--- src/hdl/bsf_pkg.sv ---
// ----------------------------------------------------------------------------
// bsf_pkg
// Shared types and constants of the byte-stuffing framer.
// ----------------------------------------------------------------------------
package bsf_pkg;

  localparam int LEN_BITS_DEF    = 16;
  localparam int QUEUE_DEPTH_DEF = 2;
  localparam int CFG_IDX_BITS    = 3;
  localparam int CFG_DATA_BITS   = 16;
  localparam int MAX_RESULTS     = 4;
  localparam int SLOT_BITS       = 2;
  localparam int FLEN_BITS       = 16;

  typedef enum logic [CFG_IDX_BITS-1:0] {
    REG_DECODE_MODE     = 3'd0,
    REG_FLAG_BYTE       = 3'd1,
    REG_ESCAPE_BYTE     = 3'd2,
    REG_FLAG_SUB_BYTE   = 3'd3,
    REG_ESCAPE_SUB_BYTE = 3'd4,
    REG_MAX_LEN         = 3'd5
  } bsf_reg_t;

  // all results caused by one input item
  typedef struct packed {
    logic [MAX_RESULTS-1:0][7:0] data;
    logic [MAX_RESULTS-1:0]      valid;
    logic [SLOT_BITS-1:0]        last_idx;
    logic                        done;
    logic                        err;
    logic [FLEN_BITS-1:0]        length;
  } bsf_cmd_t;

  typedef struct packed {
    logic     valid;
    bsf_cmd_t cmd;
  } bsf_push_t;

  typedef struct packed {
    logic     valid;
    bsf_cmd_t cmd;
  } bsf_head_t;

endpackage

--- src/hdl/bsf_front.sv ---
// ----------------------------------------------------------------------------
// bsf_front
// Holds configuration and frame state, classifies each input byte and
// produces one command with all results that the byte causes.
// ----------------------------------------------------------------------------
module bsf_front #(
  parameter int LEN_BITS = bsf_pkg::LEN_BITS_DEF
) (
  input  logic                             clk,
  input  logic                             rst,
  input  logic                             cfg_we,
  input  logic [bsf_pkg::CFG_IDX_BITS-1:0] cfg_index,
  input  logic [bsf_pkg::CFG_DATA_BITS-1:0] cfg_data,
  input  logic                             in_valid,
  output logic                             in_ready,
  input  logic [7:0]                       in_byte,
  input  logic                             in_last,
  input  logic                             q_full,
  output bsf_pkg::bsf_push_t               push
);
  import bsf_pkg::*;

  localparam int CW = ((LEN_BITS > FLEN_BITS) ? LEN_BITS : FLEN_BITS) + 3;
  localparam logic [CW-1:0] CNT_MAX = {{(CW-LEN_BITS){1'b0}}, {LEN_BITS{1'b1}}};
  localparam logic [CW-1:0] ONE = CW'(1);
  localparam logic [CW-1:0] TWO = CW'(2);

  function automatic logic [CW-1:0] sat(input logic [CW-1:0] v);
    return (v > CNT_MAX) ? CNT_MAX : v;
  endfunction

  logic                decode_mode;
  logic [7:0]          flag_byte;
  logic [7:0]          escape_byte;
  logic [7:0]          flag_sub_byte;
  logic [7:0]          escape_sub_byte;
  logic [15:0]         max_len;

  logic                in_frame, in_frame_next;
  logic                after_escape, after_escape_next;
  logic                discarding, discarding_next;
  logic [LEN_BITS-1:0] out_count, out_count_next;
  logic [LEN_BITS-1:0] in_count, in_count_next;

  logic                accept;
  logic                err;
  logic [2:0]          n;
  logic [CW-1:0]       oc, ic, ml;
  bsf_cmd_t            cmd;

  assign in_ready = !q_full;
  assign accept   = in_valid && in_ready;

  always_comb begin
    cmd               = '0;
    n                 = 3'd0;
    err               = 1'b0;
    oc                = CW'(out_count);
    ic                = CW'(in_count);
    ml                = CW'(max_len);
    in_frame_next     = in_frame;
    after_escape_next = after_escape;
    discarding_next   = discarding;
    if (discarding) begin
      // swallow the rest of a failed frame
    end else if (!decode_mode) begin
      if (!in_frame) begin
        cmd.data[n[1:0]] = flag_byte; cmd.valid[n[1:0]] = 1'b1; n = n + 3'd1;
        oc = sat(oc + ONE);
        in_frame_next = 1'b1;
      end
      if (in_byte == flag_byte || in_byte == escape_byte) begin
        if (oc + TWO > ml) begin
          err = 1'b1;
        end else begin
          cmd.data[n[1:0]] = escape_byte; cmd.valid[n[1:0]] = 1'b1; n = n + 3'd1;
          cmd.data[n[1:0]] = (in_byte == flag_byte) ? flag_sub_byte : escape_sub_byte;
          cmd.valid[n[1:0]] = 1'b1; n = n + 3'd1;
          oc = sat(oc + TWO);
        end
      end else if (oc + ONE > ml) begin
        err = 1'b1;
      end else begin
        cmd.data[n[1:0]] = in_byte; cmd.valid[n[1:0]] = 1'b1; n = n + 3'd1;
        oc = sat(oc + ONE);
      end
      if (!err && in_last) begin
        if (oc + ONE > ml) begin
          err = 1'b1;
        end else begin
          cmd.data[n[1:0]] = flag_byte; cmd.valid[n[1:0]] = 1'b1; n = n + 3'd1;
          oc = sat(oc + ONE);
        end
      end
    end else begin
      in_frame_next = 1'b1;
      ic = sat(ic + ONE);
      if (ic >= ml) begin
        err = 1'b1;
      end else if (after_escape) begin
        after_escape_next = 1'b0;
        priority if (in_byte == flag_sub_byte) begin
          cmd.data[n[1:0]] = flag_byte; cmd.valid[n[1:0]] = 1'b1; n = n + 3'd1;
          oc = sat(oc + ONE);
        end else if (in_byte == escape_sub_byte) begin
          cmd.data[n[1:0]] = escape_byte; cmd.valid[n[1:0]] = 1'b1; n = n + 3'd1;
          oc = sat(oc + ONE);
        end else begin
          err = 1'b1;
        end
      end else if (in_byte == escape_byte) begin
        after_escape_next = 1'b1;
      end else begin
        cmd.data[n[1:0]] = in_byte; cmd.valid[n[1:0]] = 1'b1; n = n + 3'd1;
        oc = sat(oc + ONE);
      end
      // empty frame end still needs a result to carry the length
      if (!err && in_last && n == 3'd0) begin
        n = n + 3'd1;
      end
    end
    out_count_next = oc[LEN_BITS-1:0];
    in_count_next  = ic[LEN_BITS-1:0];
    if (err) begin
      n = n + 3'd1;
      cmd.done = 1'b1;
      cmd.err  = 1'b1;
      if (!in_last) begin
        discarding_next = 1'b1;
      end
    end else if (in_last && !discarding) begin
      cmd.done   = 1'b1;
      cmd.length = oc[FLEN_BITS-1:0];
    end
    if (in_last) begin
      in_frame_next     = 1'b0;
      after_escape_next = 1'b0;
      discarding_next   = 1'b0;
      out_count_next    = '0;
      in_count_next     = '0;
    end
    cmd.last_idx = n[1:0] - 2'd1;
  end

  assign push.valid = accept && (n != 3'd0);
  assign push.cmd   = cmd;

  always_ff @(posedge clk) begin
    if (rst) begin
      in_frame     <= 1'b0;
      after_escape <= 1'b0;
      discarding   <= 1'b0;
      out_count    <= '0;
      in_count     <= '0;
    end else if (accept) begin
      in_frame     <= in_frame_next;
      after_escape <= after_escape_next;
      discarding   <= discarding_next;
      out_count    <= out_count_next;
      in_count     <= in_count_next;
    end
  end

  always_ff @(posedge clk) begin
    if (rst) begin
      decode_mode     <= 1'b0;
      flag_byte       <= 8'd126;
      escape_byte     <= 8'd125;
      flag_sub_byte   <= 8'd1;
      escape_sub_byte <= 8'd2;
      max_len         <= 16'd4096;
    end else if (cfg_we) begin
      unique case (bsf_reg_t'(cfg_index))
        REG_DECODE_MODE:     decode_mode     <= cfg_data[0];
        REG_FLAG_BYTE:       flag_byte       <= cfg_data[7:0];
        REG_ESCAPE_BYTE:     escape_byte     <= cfg_data[7:0];
        REG_FLAG_SUB_BYTE:   flag_sub_byte   <= cfg_data[7:0];
        REG_ESCAPE_SUB_BYTE: escape_sub_byte <= cfg_data[7:0];
        REG_MAX_LEN:         max_len         <= cfg_data[15:0];
        default: begin
        end
      endcase
    end
  end

endmodule

--- src/hdl/bsf_queue.sv ---
// ----------------------------------------------------------------------------
// bsf_queue
// Short command queue between the classifier and the output sequencer.
// ----------------------------------------------------------------------------
module bsf_queue #(
  parameter int DEPTH = bsf_pkg::QUEUE_DEPTH_DEF
) (
  input  logic               clk,
  input  logic               rst,
  input  bsf_pkg::bsf_push_t push,
  output logic               full,
  output bsf_pkg::bsf_head_t head,
  input  logic               pop
);
  import bsf_pkg::*;

  localparam int PW = $clog2(DEPTH);
  localparam int CNTW = $clog2(DEPTH + 1);
  localparam logic [PW-1:0] LAST_PTR = PW'(DEPTH - 1);

  bsf_cmd_t        entries [DEPTH];
  logic [PW-1:0]   wr_ptr, rd_ptr;
  logic [CNTW-1:0] count;
  logic            do_push, do_pop;

  assign full       = (count == CNTW'(DEPTH));
  assign head.valid = (count != '0);
  assign head.cmd   = entries[rd_ptr];
  assign do_push    = push.valid && !full;
  assign do_pop     = pop && head.valid;

  always_ff @(posedge clk) begin
    if (do_push) begin
      entries[wr_ptr] <= push.cmd;
    end
  end

  always_ff @(posedge clk) begin
    if (rst) begin
      wr_ptr <= '0;
      rd_ptr <= '0;
      count  <= '0;
    end else begin
      if (do_push) begin
        wr_ptr <= (wr_ptr == LAST_PTR) ? '0 : wr_ptr + PW'(1);
      end
      if (do_pop) begin
        rd_ptr <= (rd_ptr == LAST_PTR) ? '0 : rd_ptr + PW'(1);
      end
      if (do_push && !do_pop) begin
        count <= count + CNTW'(1);
      end else if (do_pop && !do_push) begin
        count <= count - CNTW'(1);
      end
    end
  end

endmodule

--- src/hdl/bsf_back.sv ---
// ----------------------------------------------------------------------------
// bsf_back
// Steps through the results of the head command, one result per cycle
// while the output is not stalled, into the output register.
// ----------------------------------------------------------------------------
module bsf_back (
  input  logic               clk,
  input  logic               rst,
  input  bsf_pkg::bsf_head_t head,
  output logic               pop,
  output logic               out_valid,
  input  logic               out_ready,
  output logic [7:0]         out_byte,
  output logic               byte_valid,
  output logic               run_last,
  output logic               frame_done,
  output logic               frame_error,
  output logic [15:0]        frame_length
);
  import bsf_pkg::*;

  logic [SLOT_BITS-1:0] idx;
  logic                 load;
  logic                 is_last;

  assign load    = head.valid && (!out_valid || out_ready);
  assign is_last = (idx == head.cmd.last_idx);
  assign pop     = load && is_last;

  always_ff @(posedge clk) begin
    if (rst) begin
      out_valid <= 1'b0;
      idx       <= '0;
    end else begin
      if (load) begin
        out_valid <= 1'b1;
        idx       <= is_last ? '0 : idx + SLOT_BITS'(1);
      end else if (out_ready) begin
        out_valid <= 1'b0;
      end
    end
  end

  always_ff @(posedge clk) begin
    if (load) begin
      out_byte     <= head.cmd.data[idx];
      byte_valid   <= head.cmd.valid[idx];
      run_last     <= is_last;
      frame_done   <= is_last && head.cmd.done;
      frame_error  <= is_last && head.cmd.err;
      frame_length <= is_last ? head.cmd.length : '0;
    end
  end

endmodule

--- src/hdl/byte_stuffing_framer.sv ---
// ----------------------------------------------------------------------------
// byte_stuffing_framer
// Escape framer: stuffs or unstuffs byte frames with configurable codes.
// ----------------------------------------------------------------------------
// The block emits one result per clock on the output stream while the
// output is not stalled. An input item takes as many output slots as
// results it causes: one for a plain byte, two for an escaped byte in
// encode mode, plus one for the opening flag and one for the closing flag,
// so 1 to 4 results; items that cause no result (discarded bytes, a decode
// escape) are taken without using the output. The output sequencer moves
// one result per cycle while not stalled; a command queue of QUEUE_DEPTH
// entries lets input be taken while results still wait. Results pass
// through the command queue and the output register. There is no clearing pass after reset.
module byte_stuffing_framer #(
  parameter int LEN_BITS    = bsf_pkg::LEN_BITS_DEF,
  parameter int QUEUE_DEPTH = bsf_pkg::QUEUE_DEPTH_DEF
) (
  input  logic                              clk,
  input  logic                              rst,
  input  logic                              cfg_we,
  input  logic [bsf_pkg::CFG_IDX_BITS-1:0]  cfg_index,
  input  logic [bsf_pkg::CFG_DATA_BITS-1:0] cfg_data,
  input  logic                              s_axis_tvalid,
  output logic                              s_axis_tready,
  input  logic [7:0]                        s_axis_tdata,  // in_byte
  input  logic                              s_axis_tlast,  // frame_last
  output logic                              m_axis_tvalid,
  input  logic                              m_axis_tready,
  output logic [23:0]                       m_axis_tdata,  // out_byte, frame_length
  output logic [2:0]                        m_axis_tuser,  // byte_valid, run_last, frame_error
  output logic                              m_axis_tlast   // frame_done
);
  import bsf_pkg::*;

  bsf_push_t   push;
  bsf_head_t   head;
  logic        q_full;
  logic        pop;
  logic [7:0]  out_byte;
  logic        byte_valid, run_last, frame_done, frame_error;
  logic [15:0] frame_length;

  bsf_front #(.LEN_BITS(LEN_BITS)) u_front (
    .clk       (clk),
    .rst       (rst),
    .cfg_we    (cfg_we),
    .cfg_index (cfg_index),
    .cfg_data  (cfg_data),
    .in_valid  (s_axis_tvalid),
    .in_ready  (s_axis_tready),
    .in_byte   (s_axis_tdata),
    .in_last   (s_axis_tlast),
    .q_full    (q_full),
    .push      (push)
  );

  bsf_queue #(.DEPTH(QUEUE_DEPTH)) u_queue (
    .clk  (clk),
    .rst  (rst),
    .push (push),
    .full (q_full),
    .head (head),
    .pop  (pop)
  );

  bsf_back u_back (
    .clk          (clk),
    .rst          (rst),
    .head         (head),
    .pop          (pop),
    .out_valid    (m_axis_tvalid),
    .out_ready    (m_axis_tready),
    .out_byte     (out_byte),
    .byte_valid   (byte_valid),
    .run_last     (run_last),
    .frame_done   (frame_done),
    .frame_error  (frame_error),
    .frame_length (frame_length)
  );

  assign m_axis_tdata = {frame_length, out_byte};
  assign m_axis_tuser = {frame_error, run_last, byte_valid};
  assign m_axis_tlast = frame_done;

endmodule

--- config.mk ---
export PLATFORM = sky130hd
export DESIGN_NAME = byte_stuffing_framer
export DESIGN_NICKNAME = d
export VERILOG_FILES = /design/src/hdl/bsf_pkg.sv /design/src/hdl/bsf_front.sv /design/src/hdl/bsf_queue.sv /design/src/hdl/bsf_back.sv /design/src/hdl/byte_stuffing_framer.sv
export SDC_FILE = /design/constraint.sdc
export NUM_CORES = 1
export LEC_CHECK = 0
export BUFFER_PORTS_ARGS = -buffer_cell sky130_fd_sc_hd__buf_2
export CAP_MARGIN = 20
export CORE_MARGIN = 10
export CORE_UTILIZATION = 45
export CTS_BUF_LIST = sky130_fd_sc_hd__clkbuf_8
export DETAILED_ROUTE_END_ITERATION = 7
export HOLD_SLACK_MARGIN = 0.08
export PLACE_DENSITY = 0.59
export SKIP_CTS_REPAIR_TIMING = 1
export SYNTH_ARGS = -nofsm -noshare
export SYNTH_HDL_FRONTEND = slang
export SYNTH_SLANG_ARGS = --single-unit
export TNS_END_PERCENT = 10
--- constraint.sdc ---
create_clock -name clk -period 15.5 [get_ports clk]
set_input_delay 3.1 -clock clk [delete_from_list [all_inputs] [get_ports clk]]
set_output_delay 3.1 -clock clk [all_outputs]
set_load 0.005 [all_outputs]
==> impl_metrics.json <==
{
  "synth_top_cell_by_area": "edfxtp_1",
  "rsz0062_at_grt": "no",
  "crit_slowest_cell": "dfxtp_1",
  "drtIter0Drc": 1003,
  "port_buffers": 62,
  "syn_area_um2": 15500,
  "grt-ovfl-total": 0,
  "fmax_mhz": 71.1,
  "drv_cap": 0,
  "r2r-start": "u_front.out_count[0]",
  "num_rows": 68,
  "cts_buffer_depth": 3,
  "dr.pass1.iters": 5,
  "start_util_pct": 45.3,
  "hp-class": "reg -> reg",
  "synth_nets": 1790,
  "clock_latency_ns": 0.59,
  "pwr-share-comb_pct": 34.4,
  "routed_via_density": 5.99,
  "clock-sinks": 232,
  "power.total_mw": 2.32,
  "grt_antenna_before_repair": 0,
  "synth_top_area_share_pct": 27.1,
  "final_util_pct": 49.5,
  "power_switching_uw": 797,
  "cts_tree": "built",
  "place_inst": 2102,
  "dp_hpwl_mm": 35.4,
  "timing.hold.ws_ns": 0.454,
  "endpoint_kind": "register",
  "cts-root-buf": "clkbuf_8",
  "vias": 13100,
  "reg2regPathDepth": 46,
  "hold_violations": 0,
  "cts_max_level": 2,
  "synth_cells": 1675,
  "timing.final.crit_share_pct": 90.7,
  "yosysUniqueCellTypes": 95,
  "drive_gt1_share_pct": 11.9,
  "cp.required_ns": 15.75,
  "whs_endpoint": "u_front.max_len[9]",
  "grt_use_total_pct": 21.9,
  "relSlewSlack_pct": 28.3,
  "async_flop_share_pct": 0,
  "ys_seq_area_share_pct": 38.9,
  "die_y_um": 206,
  "die_w_um": 206,
  "setup_viol": 0,
  "leakage_nw": 6.36,
  "critical-path-max-stage-delay_ns": 0.65,
  "drc": 0,
  "drv_slew": 0,
  "avgSynthCellArea_um2": 9.28,
  "finalNonFillerCells": 2181,
  "antenna_left": 0,
  "crit_type": "reg -> reg",
  "p_seq_share_pct": 40.2,
  "worstMarginPinSlew_ns": 1.07,
  "grt_max_degree": 69,
  "cp_common_cell": "ha_1",
  "ys_warn_count": 0,
  "drt_wl_total_mm": 47.0,
  "diodes": 0,
  "synth_ff_type": "edfxtp_1",
  "place_congestion": 0.947,
  "ir_drop_mv": 0.120,
  "syn2layout_area_growth_pct": 9.30,
  "power_density_nw_per_um2": 137,
  "core_area_um2": 34300,
  "nFillCells": 3275,
  "cts.clk_slew.worst_paths_ns": 0.06,
  "wl_per_cell_um": 21.6,
  "nets": 1807,
  "critPathMaxFanout": 20,
  "grt_pass1_vias": 12400,
  "holdPathStages": 2,
  "rr_endpoint": "u_queue.entries[0][45]",
  "die_area_um2": 42400,
  "synth.area.top_cells": "edfxtp_1 27%, dfxtp_1 12%, ha_1 6.6%, nand2_1 4.1%, nor2_1 4.0%",
  "cts_made_buffers": 42,
  "setup_tns_ns": 0,
  "intPower_mw": 1.53,
  "grt_pass1_wl_mm": 73.0,
  "ioPinCount": 63,
  "fin_crit_ns": 14.07,
  "finClkSkew_ns": 0.0496,
  "swShare_pct": 34.3,
  "synth-seq-cells": 232,
  "pwr-share-clk_pct": 25.3,
  "min-delay-start": "u_front.max_len[9]",
  "cp.arrival_ns": 14.32,
  "outcome": "complete, no violations",
  "cp-start-kind": "register",
  "r2r_setup_slack_ns": 1.43,
  "synth_edf_count": 140
}
-- state kept, by name, summed over array words and instances (netlist names), named ones only --
register	count
u_front.out_count	16
u_back.run_last	1
u_front.after_escape	1
u_back.byte_valid	1
u_back.frame_length	16
u_front.flag_byte	8
u_front.max_len	16
u_back.out_byte	8
u_queue.rd_ptr	1
u_front.decode_mode	1
u_queue.count	2
u_back.idx	2
u_front.escape_byte	8
u_front.flag_sub_byte	8
u_front.in_frame	1
u_front.discarding	1
u_back.frame_done	1
u_queue.wr_ptr	1
u_back.frame_error	1
u_queue.entries	112
u_front.in_count	16
u_front.escape_sub_byte	8
u_back.out_valid	1
-- cell usage in the layout, fill, tap and decap left out, drive strengths merged, types with 14 or more instances in the layout --
cell / count
nand2: 171
nor2: 165
edfxtp: 140
a21oi: 95
dfxtp: 92
ha: 82
buf: 79
o21ai: 74
inv: 69
xnor2: 60
mux2i: 59
nand3: 56
clkbuf: 46
xor2: 44
nand4: 38
nor3: 34
a211oi: 28
and3: 21
nor2b: 21
and2: 21
a21o: 20
a22oi: 20
o21a: 19
mux4: 18
nor4: 18
o22ai: 17
or3: 15
a211o: 14
-- critical path, delay by kind of cell, from the launching register on --
family                   cells  cell delay (ns)
buffers and inverters        4             0.71
flip-flops                   1             0.65
XOR/XNOR                     4             1.44
AO/OA/AOI/OAI               13             3.34
AND/OR/NAND/NOR             18             5.32
multiplexers                 1             0.35
adder cells (fa/ha/maj)      6             1.88
-- logic make-up (layout without fill, tap and decap cells) --
family,after synthesis,count (layout),synth area share [%]
AOI/OAI and AO/OA,386,386,17.0
xor gates and xnor gates,104,104,5.98
adders and majority gates,82,82,6.60
buffers and inverters,157,208,4.24
DFF,232,232,38.9
muxes,90,90,7.35
and+or+nand+nor,624,624,19.9
-- cell usage after synthesis (12+ instances only) --
library cell / instances
nor3_1: 30
edfxtp_1: 140
a22oi_1: 20
buf_2: 17
a211oi_1: 27
mux2_2: 12
dfxtp_1: 92
nand2_1: 169
ha_1: 82
or3_1: 15
o22ai_1: 15
a211o_1: 14
nor4_1: 17
xnor2_1: 59
nand3_1: 56
nor2b_1: 21
o21a_1: 19
a31oi_1: 12
inv_1: 50
nor2_1: 165
nand4_1: 38
mux4_2: 18
a21oi_1: 94
a21o_1: 20
clkbuf_1: 69
xor2_1: 44
o21ai_0: 67
and2_1: 19
nand2b_1: 12
mux2i_1: 59
and3_1: 21
-- area by class of cell --
class	count	area (um^2)	area share [%]
Multi-Input combinational cell	1286	8850	52.1
Clock buffer	46	633	3.73
Timing Repair Buffer	79	458	2.70
Sequential cell	232	6050	35.6
Clock inverter	32	234	1.38
Inverter	51	191	1.13
Tap cell	455	569	3.35
-- worst max path at each step --
stage / start / end / slack [ns] / cells after the start
global route: u_front.out_count[0] / u_queue.entries[0][46] / 0.68 / 48
floorplan: s_axis_tdata[2] / u_queue.entries[0][0] / 3.38 / 32
CTS: u_front.out_count[0] / u_queue.entries[0][46] / 1.57 / 45
global placement: u_front.out_count[0] / u_queue.entries[0][53] / 1.76 / 44
finish: u_front.out_count[0] / u_queue.entries[0][45] / 1.43 / 46
detailed placement: u_front.out_count[0] / u_queue.entries[0][21] / 1.61 / 45
-- layer usage --
metal,routed length (um),global-route usage [%],vias to the layer above
met5,0,0,-
met1,21300,30.3,6247
met4,1120,6.78,0
met3,3000,3.10,69
met2,21600,34.6,492
li1,-,-,6246
-- metrics by stage --
step                setup slack (ns)  instance area (um^2)
floorplan                       3.38                 15500
global placement                1.76                 16100
detailed placement              1.61                 16100
CTS                             1.57                 17000
global route                   0.678                 17000
finish                          1.43                 17000
-- power groups by stage --
stage	clock network (mW)	registers, mW	logic, mW
final	0.589	0.935	0.800
after detailed placement	0	0.950	0.787
after CTS	0.604	0.938	0.792
after global placement	0	0.943	0.781
after floorplan	0	0.934	0.565
after global routing	0.634	0.950	0.884
Note: power is estimated with default switching activity, not from simulation.
